`config.mk`:
```
export PLATFORM = sky130hd
export DESIGN_NAME = burst_gate_controller_core
export DESIGN_NICKNAME = d
export VERILOG_FILES = /design/src/bgc_pkg.sv /design/src/bgc_chan.sv /design/src/burst_gate_controller_core.sv
export VERILOG_INCLUDE_DIRS = /design/src /design/src/src
export SDC_FILE = /design/constraint.sdc
export NUM_CORES = 1
export LEC_CHECK = 0
export ABC_AREA = 1
export BUFFER_PORTS_ARGS = -buffer_cell sky130_fd_sc_hd__buf_2
export CELL_PAD_IN_SITES_DETAIL_PLACEMENT = 1
export CELL_PAD_IN_SITES_GLOBAL_PLACEMENT = 2
export CORE_ASPECT_RATIO = 1.1
export CORE_MARGIN = 1.5
export CORE_UTILIZATION = 38
export DETAILED_ROUTE_END_ITERATION = 8
export HOLD_SLACK_MARGIN = 0.12
export PLACE_DENSITY = 0.87
export REMOVE_ABC_BUFFERS = 1
export SLEW_MARGIN = 20
export SYNTH_ARGS = -nofsm -noshare
export SYNTH_HDL_FRONTEND = slang
export SYNTH_SLANG_ARGS = --single-unit
```
`constraint.sdc`:
```
create_clock -name i_clk -period 3.74 [get_ports i_clk]
set_input_delay 0 -clock i_clk [delete_from_list [all_inputs] [get_ports i_clk]]
set_output_delay 0 -clock i_clk [all_outputs]
set_load 0.01 [all_outputs]
```
`src/burst_gate_controller_core_assert.svh`:
```
// Assertion macros shared by the burst gate controller RTL.
`ifndef BURST_GATE_CONTROLLER_CORE_ASSERT_SVH
`define BURST_GATE_CONTROLLER_CORE_ASSERT_SVH

// Same-cycle implication, checked out of reset.
`define BGC_ASSERT_NOW(label, clk, rst_n, ante, cons, msg) \
    label: assert property (@(posedge clk) disable iff (!rst_n) (ante) |-> (cons)) \
        else $error(msg);

// Next-cycle implication, checked out of reset.
`define BGC_ASSERT_NEXT(label, clk, rst_n, ante, cons, msg) \
    label: assert property (@(posedge clk) disable iff (!rst_n) (ante) |=> (cons)) \
        else $error(msg);

`endif

```
`src/bgc_pkg.sv`:
```
// Types and constants of the burst gate controller.
package bgc_pkg;

    localparam int TICK_W    = 32;
    localparam int DELAY_W   = 20;
    localparam int DLIM_W    = DELAY_W + 1;
    localparam int CONTENT_W = 24;
    localparam int PLAY_W    = 18;
    // Sample count of content plus half margin; half margin stays below 2**CONTENT_W
    localparam int SAMP_W    = CONTENT_W + 1;
    localparam int CFG_IDX_W = 3;

    localparam logic [PLAY_W-1:0] PLAY_LIMIT_MAX = 18'h3FFFF;

    typedef enum logic [2:0] {
        CMD_TICK    = 3'd0,
        CMD_PROCESS = 3'd1,
        CMD_TRIGGER = 3'd2,
        CMD_STOP    = 3'd3,
        CMD_ABORT   = 3'd4,
        CMD_SYNC    = 3'd5
    } t_cmd;

    typedef enum logic [CFG_IDX_W-1:0] {
        CFG_BURST_ON_CH0 = 3'd0,
        CFG_BURST_ON_CH1 = 3'd1,
        CFG_ENDLESS_CH0  = 3'd2,
        CFG_ENDLESS_CH1  = 3'd3,
        CFG_DELAY_US_CH0 = 3'd4,
        CFG_DELAY_US_CH1 = 3'd5
    } t_cfg_idx;

    typedef enum logic [1:0] {
        PH_IDLE  = 2'd0,
        PH_DELAY = 2'd1,
        PH_PLAY  = 2'd2
    } t_phase;

    // Decoded per-channel operation, at most one bit set
    typedef struct packed {
        logic tick;
        logic process;
        logic trigger;
        logic stop;
        logic abort;
        logic sync;
    } t_chan_op;

    typedef struct packed {
        logic   enable;
        logic   running;
        t_phase phase;
    } t_chan_status;

endpackage

```
`src/bgc_chan.sv`:
```
// One burst gate channel: phase, tick counter, limits and enable bit.
`include "burst_gate_controller_core_assert.svh"
module bgc_chan #(
    parameter int MARGIN_SAMPLES   = 1024,
    parameter int SAMPLES_PER_TICK = 100
) (
    input  logic                            i_clk,
    input  logic                            i_rst_n,
    input  bgc_pkg::t_chan_op               i_op,
    input  logic [bgc_pkg::CONTENT_W-1:0]   i_content_len,
    input  logic                            i_burst_on,
    input  logic                            i_endless,
    input  logic [bgc_pkg::DELAY_W-1:0]     i_delay_us,
    output bgc_pkg::t_chan_status           o_status
);
    import bgc_pkg::*;

    // Scaled tick count: tick * SAMPLES_PER_TICK, held while tick < PLAY_LIMIT_MAX
    localparam int ACC_W       = PLAY_W + $clog2(SAMPLES_PER_TICK + 1);
    localparam int CMP_W       = (ACC_W > SAMP_W) ? ACC_W : SAMP_W;
    localparam int HALF_MARGIN = MARGIN_SAMPLES / 2;

    t_phase              r_phase,   n_phase;
    logic [TICK_W-1:0]   r_tick,    n_tick;
    logic [ACC_W-1:0]    r_acc,     n_acc;
    logic [DLIM_W-1:0]   r_dlim,    n_dlim;
    logic [SAMP_W-1:0]   r_samples, n_samples;
    logic                r_running, n_running;
    logic                r_enable,  n_enable;

    logic delay_done;
    logic play_done;

    // Play ends when ceil(samples / SPT) <= tick, i.e. tick * SPT >= samples,
    // or when the tick count reaches the saturated play limit.
    assign delay_done = (r_tick >= TICK_W'(r_dlim));
    assign play_done  = (r_tick >= TICK_W'(PLAY_LIMIT_MAX)) ||
                        (CMP_W'(r_acc) >= CMP_W'(r_samples));

    // Next state for the decoded operation
    always_comb begin
        n_phase   = r_phase;
        n_tick    = r_tick;
        n_acc     = r_acc;
        n_dlim    = r_dlim;
        n_samples = r_samples;
        n_running = r_running;
        n_enable  = r_enable;

        if (i_op.tick) begin
            if (r_phase != PH_IDLE && r_tick != '1) begin
                n_tick = r_tick + TICK_W'(1);
                if (r_tick < TICK_W'(PLAY_LIMIT_MAX)) begin
                    n_acc = r_acc + ACC_W'(SAMPLES_PER_TICK);
                end
            end
        end else if (i_op.process) begin
            unique case (r_phase)
                PH_DELAY: begin
                    if (delay_done) begin
                        n_tick   = '0;
                        n_acc    = '0;
                        n_phase  = PH_PLAY;
                        n_enable = 1'b1;
                    end
                end
                PH_PLAY: begin
                    if (play_done) begin
                        n_enable  = 1'b0;
                        n_phase   = PH_IDLE;
                        n_running = 1'b0;
                    end
                end
                default: begin
                end
            endcase
        end else if (i_op.trigger) begin
            if (i_burst_on) begin
                if (i_endless) begin
                    // Endless mode toggles continuous output
                    if (r_enable) begin
                        n_enable  = 1'b0;
                        n_running = 1'b0;
                    end else begin
                        n_phase   = PH_IDLE;
                        n_enable  = 1'b1;
                        n_running = 1'b1;
                    end
                end else if (r_phase == PH_IDLE) begin
                    n_tick    = '0;
                    n_acc     = '0;
                    n_dlim    = {i_delay_us, 1'b0};
                    n_samples = SAMP_W'(i_content_len) + SAMP_W'(HALF_MARGIN);
                    n_phase   = PH_DELAY;
                    n_running = 1'b1;
                end
            end
        end else if (i_op.stop) begin
            n_phase   = PH_IDLE;
            n_running = 1'b0;
            n_enable  = 1'b0;
        end else if (i_op.abort) begin
            n_phase   = PH_IDLE;
            n_running = 1'b0;
        end else if (i_op.sync) begin
            n_enable = 1'b1;
        end
    end

    // Channel state registers
    always_ff @(posedge i_clk) begin
        if (!i_rst_n) begin
            r_phase   <= PH_IDLE;
            r_tick    <= '0;
            r_acc     <= '0;
            r_dlim    <= '0;
            r_samples <= '0;
            r_running <= 1'b0;
            r_enable  <= 1'b0;
        end else begin
            r_phase   <= n_phase;
            r_tick    <= n_tick;
            r_acc     <= n_acc;
            r_dlim    <= n_dlim;
            r_samples <= n_samples;
            r_running <= n_running;
            r_enable  <= n_enable;
        end
    end

    assign o_status.enable  = r_enable;
    assign o_status.running = r_running;
    assign o_status.phase   = r_phase;

    `BGC_ASSERT_NOW(a_acc_tracks_tick, i_clk, i_rst_n,
        r_tick < TICK_W'(PLAY_LIMIT_MAX),
        (CMP_W'(r_tick[PLAY_W-1:0]) * CMP_W'(SAMPLES_PER_TICK)) == CMP_W'(r_acc),
        "scaled tick count out of step with tick count")
    `BGC_ASSERT_NEXT(a_delay_to_play, i_clk, i_rst_n,
        i_op.process && r_phase == PH_DELAY && delay_done,
        r_phase == PH_PLAY && r_enable && r_tick == '0,
        "delay expiry did not start playing")
    `BGC_ASSERT_NEXT(a_stop_clears, i_clk, i_rst_n,
        i_op.stop,
        r_phase == PH_IDLE && !r_running && !r_enable,
        "stop left channel active")
    `BGC_ASSERT_NEXT(a_hold_without_op, i_clk, i_rst_n,
        i_op == '0,
        $stable(r_phase) && $stable(r_tick) && $stable(r_enable) && $stable(r_running),
        "channel state changed without an operation")

endmodule

```
`src/burst_gate_controller_core.sv`:
```
// Top level of the two-channel burst gate controller.
// Usage:
//   Input channel (i_in_valid / o_in_ready) carries one command beat: i_cmd,
//   i_channel, i_content_len. Every command beat produces exactly one result
//   beat on the output channel (o_out_valid / i_out_ready) carrying both
//   channels' enable bits, running flags and phases after the command.
//   Configuration beats (i_cfg_valid / o_cfg_ready) write register
//   i_cfg_index with i_cfg_data; unknown indexes are dropped. Write them only
//   while no command beat is in flight.
// Timing:
//   An input beat passes through an input register, then the state update,
//   whose registers also hold the result.
//   Throughput is one beat per cycle while the receiver keeps i_out_ready high;
//   the play-end check compares a running tick*SAMPLES_PER_TICK product against
//   the sample count, so no divider sits in the path.
// Reset: synchronous, active low; all channels idle, outputs disabled,
//   configuration cleared, no result pending.
// Stall: while the receiver holds i_out_ready low the pending result and
//   channel state hold; one more input beat is buffered, then o_in_ready drops.
`include "burst_gate_controller_core_assert.svh"
module burst_gate_controller_core #(
    parameter int MARGIN_SAMPLES   = 1024,
    parameter int SAMPLES_PER_TICK = 100
) (
    input  logic                            i_clk,
    input  logic                            i_rst_n,
    // Command channel
    input  logic                            i_in_valid,
    output logic                            o_in_ready,
    input  logic [2:0]                      i_cmd,
    input  logic                            i_channel,
    input  logic [bgc_pkg::CONTENT_W-1:0]   i_content_len,
    // Result channel
    output logic                            o_out_valid,
    input  logic                            i_out_ready,
    output logic                            o_out_en_ch0,
    output logic                            o_out_en_ch1,
    output logic                            o_running_ch0,
    output logic                            o_running_ch1,
    output logic [1:0]                      o_phase_ch0,
    output logic [1:0]                      o_phase_ch1,
    // Configuration channel
    input  logic                            i_cfg_valid,
    output logic                            o_cfg_ready,
    input  logic [bgc_pkg::CFG_IDX_W-1:0]   i_cfg_index,
    input  logic [bgc_pkg::DELAY_W-1:0]     i_cfg_data
);
    import bgc_pkg::*;

    logic                  r_in_valid;
    t_cmd                  r_cmd;
    logic                  r_channel;
    logic [CONTENT_W-1:0]  r_content;
    logic                  r_out_valid;

    logic                  r_burst_on_ch0, r_burst_on_ch1;
    logic                  r_endless_ch0,  r_endless_ch1;
    logic [DELAY_W-1:0]    r_delay_us_ch0, r_delay_us_ch1;

    logic                  exec;
    logic                  in_accept;
    t_chan_op              op_ch0, op_ch1;
    t_chan_status          st_ch0, st_ch1;

    // Handshake: execute when the result slot is free or being drained
    assign exec       = r_in_valid && (!r_out_valid || i_out_ready);
    assign o_in_ready = !r_in_valid || exec;
    assign in_accept  = i_in_valid && o_in_ready;
    assign o_cfg_ready = 1'b1;

    // Input register
    always_ff @(posedge i_clk) begin
        if (!i_rst_n) begin
            r_in_valid <= 1'b0;
        end else if (o_in_ready) begin
            r_in_valid <= i_in_valid;
        end
    end

    always_ff @(posedge i_clk) begin
        if (in_accept) begin
            r_cmd     <= t_cmd'(i_cmd);
            r_channel <= i_channel;
            r_content <= i_content_len;
        end
    end

    // Result valid; payload lives in the channel state registers
    always_ff @(posedge i_clk) begin
        if (!i_rst_n) begin
            r_out_valid <= 1'b0;
        end else if (exec) begin
            r_out_valid <= 1'b1;
        end else if (i_out_ready) begin
            r_out_valid <= 1'b0;
        end
    end

    // Configuration registers
    always_ff @(posedge i_clk) begin
        if (!i_rst_n) begin
            r_burst_on_ch0 <= 1'b0;
            r_burst_on_ch1 <= 1'b0;
            r_endless_ch0  <= 1'b0;
            r_endless_ch1  <= 1'b0;
            r_delay_us_ch0 <= '0;
            r_delay_us_ch1 <= '0;
        end else if (i_cfg_valid) begin
            unique case (t_cfg_idx'(i_cfg_index))
                CFG_BURST_ON_CH0: r_burst_on_ch0 <= i_cfg_data[0];
                CFG_BURST_ON_CH1: r_burst_on_ch1 <= i_cfg_data[0];
                CFG_ENDLESS_CH0:  r_endless_ch0  <= i_cfg_data[0];
                CFG_ENDLESS_CH1:  r_endless_ch1  <= i_cfg_data[0];
                CFG_DELAY_US_CH0: r_delay_us_ch0 <= i_cfg_data;
                CFG_DELAY_US_CH1: r_delay_us_ch1 <= i_cfg_data;
                default: begin
                end
            endcase
        end
    end

    // Command decode to per-channel operations
    always_comb begin
        op_ch0 = '0;
        op_ch1 = '0;
        if (exec) begin
            unique case (r_cmd)
                CMD_TICK: begin
                    op_ch0.tick = !r_channel;
                    op_ch1.tick = r_channel;
                end
                CMD_PROCESS: begin
                    op_ch0.process = 1'b1;
                    op_ch1.process = 1'b1;
                end
                CMD_TRIGGER: begin
                    op_ch0.trigger = !r_channel;
                    op_ch1.trigger = r_channel;
                end
                CMD_STOP: begin
                    op_ch0.stop = !r_channel;
                    op_ch1.stop = r_channel;
                end
                CMD_ABORT: begin
                    op_ch0.abort = !r_channel;
                    op_ch1.abort = r_channel;
                end
                CMD_SYNC: begin
                    op_ch0.sync = 1'b1;
                    op_ch1.sync = 1'b1;
                end
                default: begin
                end
            endcase
        end
    end

    bgc_chan #(
        .MARGIN_SAMPLES   (MARGIN_SAMPLES),
        .SAMPLES_PER_TICK (SAMPLES_PER_TICK)
    ) u_chan0 (
        .i_clk         (i_clk),
        .i_rst_n       (i_rst_n),
        .i_op          (op_ch0),
        .i_content_len (r_content),
        .i_burst_on    (r_burst_on_ch0),
        .i_endless     (r_endless_ch0),
        .i_delay_us    (r_delay_us_ch0),
        .o_status      (st_ch0)
    );

    bgc_chan #(
        .MARGIN_SAMPLES   (MARGIN_SAMPLES),
        .SAMPLES_PER_TICK (SAMPLES_PER_TICK)
    ) u_chan1 (
        .i_clk         (i_clk),
        .i_rst_n       (i_rst_n),
        .i_op          (op_ch1),
        .i_content_len (r_content),
        .i_burst_on    (r_burst_on_ch1),
        .i_endless     (r_endless_ch1),
        .i_delay_us    (r_delay_us_ch1),
        .o_status      (st_ch1)
    );

    // Result beat
    assign o_out_valid   = r_out_valid;
    assign o_out_en_ch0  = st_ch0.enable;
    assign o_out_en_ch1  = st_ch1.enable;
    assign o_running_ch0 = st_ch0.running;
    assign o_running_ch1 = st_ch1.running;
    assign o_phase_ch0   = st_ch0.phase;
    assign o_phase_ch1   = st_ch1.phase;

    `BGC_ASSERT_NEXT(a_accept_loads, i_clk, i_rst_n,
        in_accept,
        r_in_valid,
        "accepted beat not held in input register")
    `BGC_ASSERT_NEXT(a_exec_gives_result, i_clk, i_rst_n,
        exec,
        r_out_valid,
        "executed beat produced no result")
    `BGC_ASSERT_NEXT(a_stall_holds_item, i_clk, i_rst_n,
        r_in_valid && r_out_valid && !i_out_ready,
        r_in_valid && $stable(r_cmd) && $stable(r_channel) && $stable(r_content),
        "buffered beat lost during output stall")

endmodule

```
* Yosys cells after proc, flatten, opt, wreduce, memory -nomap -nowiden *
Index checks and enable logic that the tools add are counted.

operators by class
  eq/ne operators = 46
  reductions and logical operators = 46
  muxes and demuxes = 112
  bitwise gates (word level) = 6
  order comparisons = 8
  add/subtract/negate cells = 5

operators by type and width
  kind                      count
  $mux W32                  18
  $mux W25                  20
  $add A32 B1 Y32 const B   2
  $ge A32 B18 Y1 const B    2
  $ge A32 B21 Y1            2
  $lt A32 B18 Y1 const B    2
  $ne A32 B32 Y1 const B    2
  $add A25 B7 Y25 const B   2
  $ge A25 B25 Y1            2
  $mux W1                   48
  $reduce_and A8 Y1         6
  $mux W2                   20
  $add A24 B10 Y25 const B  1
  $ne A3 B1 Y1 const B      8
  $ne A3 B2 Y1 const B      8
  $reduce_and A6 Y1         4
  $reduce_bool A3 Y1        6
  $ne A2 B1 Y1 const B      8
  $reduce_bool A4 Y1        4
  $reduce_and A7 Y1         2
  $eq A3 B2 Y1 const B      4
  $eq A3 B3 Y1 const B      4
  $mux W6                   2
  $reduce_and A2 Y1         6
  other kinds (15)          40

storage, ports and cells
  logic and storage cells = 248
  output and inout bits = 11
  register bits = 286

* Logic depth before layout (Yosys ltp) *
  word-level depth = 9
  mapped depth = 17
  depth with buffers taken out = 17

* Cells and area by module *
A second synthesis with hierarchy kept.

second synthesis, totals
  cells, all modules = 2,548
  area total of the unflattened synthesis = 17,257.8 µm²

by module, submodules not included
  module                      times used  cells each  sequential area each (µm²)  area an instance (µm²)
  bgc_chan at u_chan0         1           1,107       2,082.0                     7,233.2
  bgc_chan at u_chan1         1           1,108       2,082.0                     7,163.1
  burst_gate_controller_core  1           333         1,761.7                     2,861.5

* Worst setup path after synthesis *
No wires, ideal clock.

  kind = reg-to-reg
  start point = register u_chan1.r_dlim[15]
  end point = register u_chan1.r_tick[0]
  cell stages (with the launch flop) = 17
  setup slack = 1,848 ps
  data required time = 3,626 ps
  arrival = 1,778 ps
  clock period less this slack = 1,892 ps
  cell sequence = dfxtp_1 > inv_1 > ha_1 > nand2_1 > nor2_1 > nand2_1 > nor2_1 > nor2_1 > nand3_1 > nand2_1 > nand3_1 > nand2_1 > inv_2 > nand2_2 > buf_4 > a21oi_1 > nor2_1

between the ends
  cells in the longest elaborated chain, start to end = 3

ends and longest elaborated chain
  item                                RTL line         source
  start: declaration                  bgc_chan.sv:26   logic [DLIM_W-1:0] r_dlim, n_dlim;
  start signal: assignment            bgc_chan.sv:124  r_dlim <= n_dlim;
  $ge A32 B21 Y1                      bgc_chan.sv:36   assign delay_done = (r_tick >= TICK_W'(r_dlim));
  $ne A3 B1 Y1 (no source line)       --
  $reduce_and A7 Y1 (no source line)  --
  end signal: assignment              bgc_chan.sv:122  r_tick <= n_tick;
  end: declaration                    bgc_chan.sv:24   logic [TICK_W-1:0] r_tick, n_tick;

No other way between the ends.
A chain may end at the register's enable or synchronous reset.

* Final worst setup path *
  start point = register u_chan1.r_tick[18]
  end point = register u_chan1.r_acc[9]

between the ends
  cells in the longest elaborated chain, start to end = 4

ends and longest elaborated chain
  item                                                    RTL line         source
  branches (longest 3 deep; another with $ge A32 B21 Y1)  --
  $reduce_and A8 Y1 (no source line) *                    --
  end signal: assignment                                  bgc_chan.sv:123  r_acc <= n_acc;
  end: declaration                                        bgc_chan.sv:25   logic [ACC_W-1:0] r_acc, n_acc;

Every way passes the cells marked *.

==> impl_metrics.env <==
export IMPL_run_status="finished, final reports clean"
export IMPL_drive_gt1_share_pct=7.46
export IMPL_final_max_slew_viol_count=0
export IMPL_synthDominantCellAreaShare_pct=31.7
export IMPL_min_from="i_content_len[2]"
export IMPL_synth_cell_types=39
export IMPL_final_hold_viol_count=0
export IMPL_fp_row_count=78
export IMPL_die_y_um=218
export IMPL_critPathRequiredTime_ns=4.16
export IMPL_wl_um=48500
export IMPL_postCtsSetupBuffers=0
export IMPL_path_clk_slew_ns=0.07
export IMPL_clock_sinks=282
export IMPL_maxCapViolCount=0
export IMPL_final_antenna_net_count=0
export IMPL_hold_slack_ns=0.170
export IMPL_async_reset_ff_share_pct=0
export IMPL_yosysMostFrequentCell="nand2_1"
export IMPL_rsz0062_at_grt="false"
export IMPL_synthTopCellsByArea="dfxtp_1 32%, nand2_1 9.6%, nor2_1 9.2%, ha_1 7.1%, a21oi_1 6.5%"
export IMPL_cts_resized=0
export IMPL_avgRoutedWirePerCell_um=16.2
export IMPL_design_die_area_mm2=0.0434
export IMPL_dp_hpwl_um=34100
export IMPL_crit_top_cell="nand2_1"
export IMPL_htree_levels=2
export IMPL_synth_ff_type="dfxtp_1"
export IMPL_antenna_found_initial=2
export IMPL_ys_warn_count=0
export IMPL_grt_max_degree=127
export IMPL_setup_violations=0
export IMPL_grt_pass1_wl_um=79300
export IMPL_crit_type="reg2reg"
export IMPL_clk_latency_ns=0.55
export IMPL_netlist_instances=2326
export IMPL_clockRootBuffer="clkbuf_16"
export IMPL_cts_tree="done"
export IMPL_layout_nets=2550
export IMPL_synth_edf_count=28
export IMPL_cp_max_fo=46
export IMPL_min_path_type="in2reg"
export IMPL_synthToLayoutAreaGrowth_pct=14.7
export IMPL_worst_pin_slew_ns=1.09
export IMPL_p_leak_nw=7.29
export IMPL_via_count=15200
export IMPL_cp_start_kind="register"
export IMPL_cts_buffer_depth=3
export IMPL_yosys_top_cells_count="409 x nand2_1, 392 x nor2_1, 275 x inv_1, 254 x dfxtp_1, 209 x a21oi_1"
export IMPL_core_area_mm2=0.0414
export IMPL_r2r_start="u_chan1.r_tick[18]"
export IMPL_end_kind="register"
export IMPL_power_density_mw_per_mm2=376
export IMPL_path_buf_inv=1
export IMPL_gp_congestion=0.875
export IMPL_initial_core_util_pct=38.7
export IMPL_setup_tns_ns=0
export IMPL_min_period_ns=2.86
export IMPL_fmax_ghz=0.349
export IMPL_io_pins=67
export IMPL_synth_area_per_cell_um2=6.89
export IMPL_r2r_setup_slack_ns=0.88
export IMPL_yosysTopAreaCell="dfxtp_1"
export IMPL_startpoint="u_chan1.r_tick[18]"
export IMPL_drtIter0Drc=589
export IMPL_cts_made_buffers=35
export IMPL_path_cells="inv_1 > nor3_1 > nand2_1 > nor2_1 > nand2_1 > nand2_1 > nand2_2 > nand4_4 > nand2_1 > nand2_1 > nor2_1"
export IMPL_yosysSeqAreaShare_pct=37.0
export IMPL_drt_first_pass_iters=5
export IMPL_drc=0
export IMPL_skew_ns=0.0182
export IMPL_grt_pass1_vias=15600
export IMPL_port_buffers=65
export IMPL_final_area_mm2=0.0184
export IMPL_vdd_drop_max_v=0.000219
export IMPL_crit_path_max_incr_delay_ns=0.67
export IMPL_nFillCells=5325
export IMPL_placed_cell_area_mm2=0.0167
export IMPL_via_per_inst=5.07
export IMPL_cp_slowest_cell="nand4_4"
export IMPL_die_w_um=199
export IMPL_syn_cell_area_mm2=0.0160
export IMPL_overflow=0
export IMPL_period_share_pct=76.5
export IMPL_critPathArrivalTime_ns=3.29
export IMPL_ys_ff_latch=282
export IMPL_track_usage_pct=22.7
export IMPL_crit_family="simple AND/OR/NAND/NOR gates"
export IMPL_hold_buffers=56
export IMPL_slew_headroom_pct=27.5
cells by family (layout without fill, tap and decap cells):
| family | count (synthesis) | in the layout | share of synthesized area [%] |
|---|---|---|---|
| AO/OA/AOI/OAI | 411 | 411 | 13.3 |
| other | 1 | 3 | 0.0234 |
| flip-flops | 282 | 282 | 37.0 |
| buffers and inverters | 382 | 481 | 9.52 |
| adder cells (fa/ha/maj) | 91 | 91 | 7.11 |
| AND/OR/NAND/NOR | 1086 | 1086 | 29.1 |
| XOR/XNOR | 73 | 73 | 3.99 |
registers in the layout, indices dropped and copies added, names as in the netlist, 2 cells and up:
name / count
u_chan1.r_dlim: 20
u_chan0.r_samples: 25
r_content: 24
u_chan0.r_tick: 32
u_chan1.r_acc: 23
r_delay_us_ch0: 20
u_chan0.r_acc: 23
u_chan1.r_phase: 2
u_chan0.r_dlim: 20
r_cmd: 3
u_chan1.r_tick: 32
u_chan0.r_phase: 2
u_chan1.r_samples: 25
r_delay_us_ch1: 20
layout make-up:
type / instances / area, um^2 / area share, %
Sequential cell: 282 / 5930 / 32.2
Clock inverter: 14 / 124 / 0.674
Antenna cell: 2 / 5.00 / 0.0272
Inverter: 290 / 1090 / 5.93
Timing Repair Buffer: 132 / 983 / 5.35
Multi-Input combinational cell: 1662 / 8580 / 46.7
Tap cell: 560 / 701 / 3.81
Clock buffer: 45 / 976 / 5.31
stage by stage:
step           std cells  power, mW  utilization [%]  worst slack (ns)
6_report            2987       6.91             44.4             0.878
5_1_grt             2987       7.16             44.4             0.537
4_1_cts             2985       6.99             44.4             0.858
3_5_place_dp        2870       3.58             40.4             0.862
3_3_place_gp        2870       3.56             40.4             0.941
2_1_floorplan       2234       3.41                -              1.03
report_power, final:
| part | switching, mW | leakage, nW | internal (mW) |
|---|---|---|---|
| Combinational | 0.261 | 4.43 | 0.153 |
| Clock | 1.37 | 0.536 | 1.97 |
| Sequential | 0.0450 | 2.32 | 3.11 |
| Total | 1.67 | 7.29 | 5.23 |
final timing paths:
kind,to,cells after the start
max,u_chan1.r_acc[9],11
min reg2reg,u_chan1.r_samples[0],2
max reg2reg,u_chan1.r_acc[9],11
min,r_content[2],2
worst register-to-register path: stages, from the launching register on:
cell	delay, ns
dfxtp_1	0.49
inv_1	0.13
nor3_1	0.32
nand2_1	0.15
nor2_1	0.12
nand2_1	0.07
nand2_1	0.07
nand2_2	0.42
nand4_4	0.68
nand2_1	0.15
nand2_1	0.10
nor2_1	0.05
placed cells by master, fill, tap and decap left out, types with 3 or more instances in the layout:
master         instances
clkinv_1               4
xor2_1                50
nor2_1               392
nand4_1               30
nor2_2                12
nor4_1                 5
nor2_4                 6
nor3_2                 3
buf_4                 11
dlygate4sd3_1         56
nand3_1              138
buf_2                 64
edfxtp_1              28
nand2_1              409
o21a_1                 3
inv_1                274
o21ai_1               26
o21ai_0              150
clkbuf_1               6
nand4_4                3
ha_1                  91
dfxtp_1              254
nor3_1                62
nor3b_1                8
clkbuf_16             37
inv_2                 15
a211oi_1               7
a21oi_1              209
xnor2_1               23
nand2_2                9
clkinv_2               6
o21bai_1              12
per-layer routing:
layer,global-route usage (%),vias up,share of wire [%]
met3,2.61,79,2.6
li1,-,7673,-
met2,38.8,168,48
met4,8.91,0,3.0
met1,29.0,7230,47
met5,0,-,0
(Power assumes the default switching activity.)
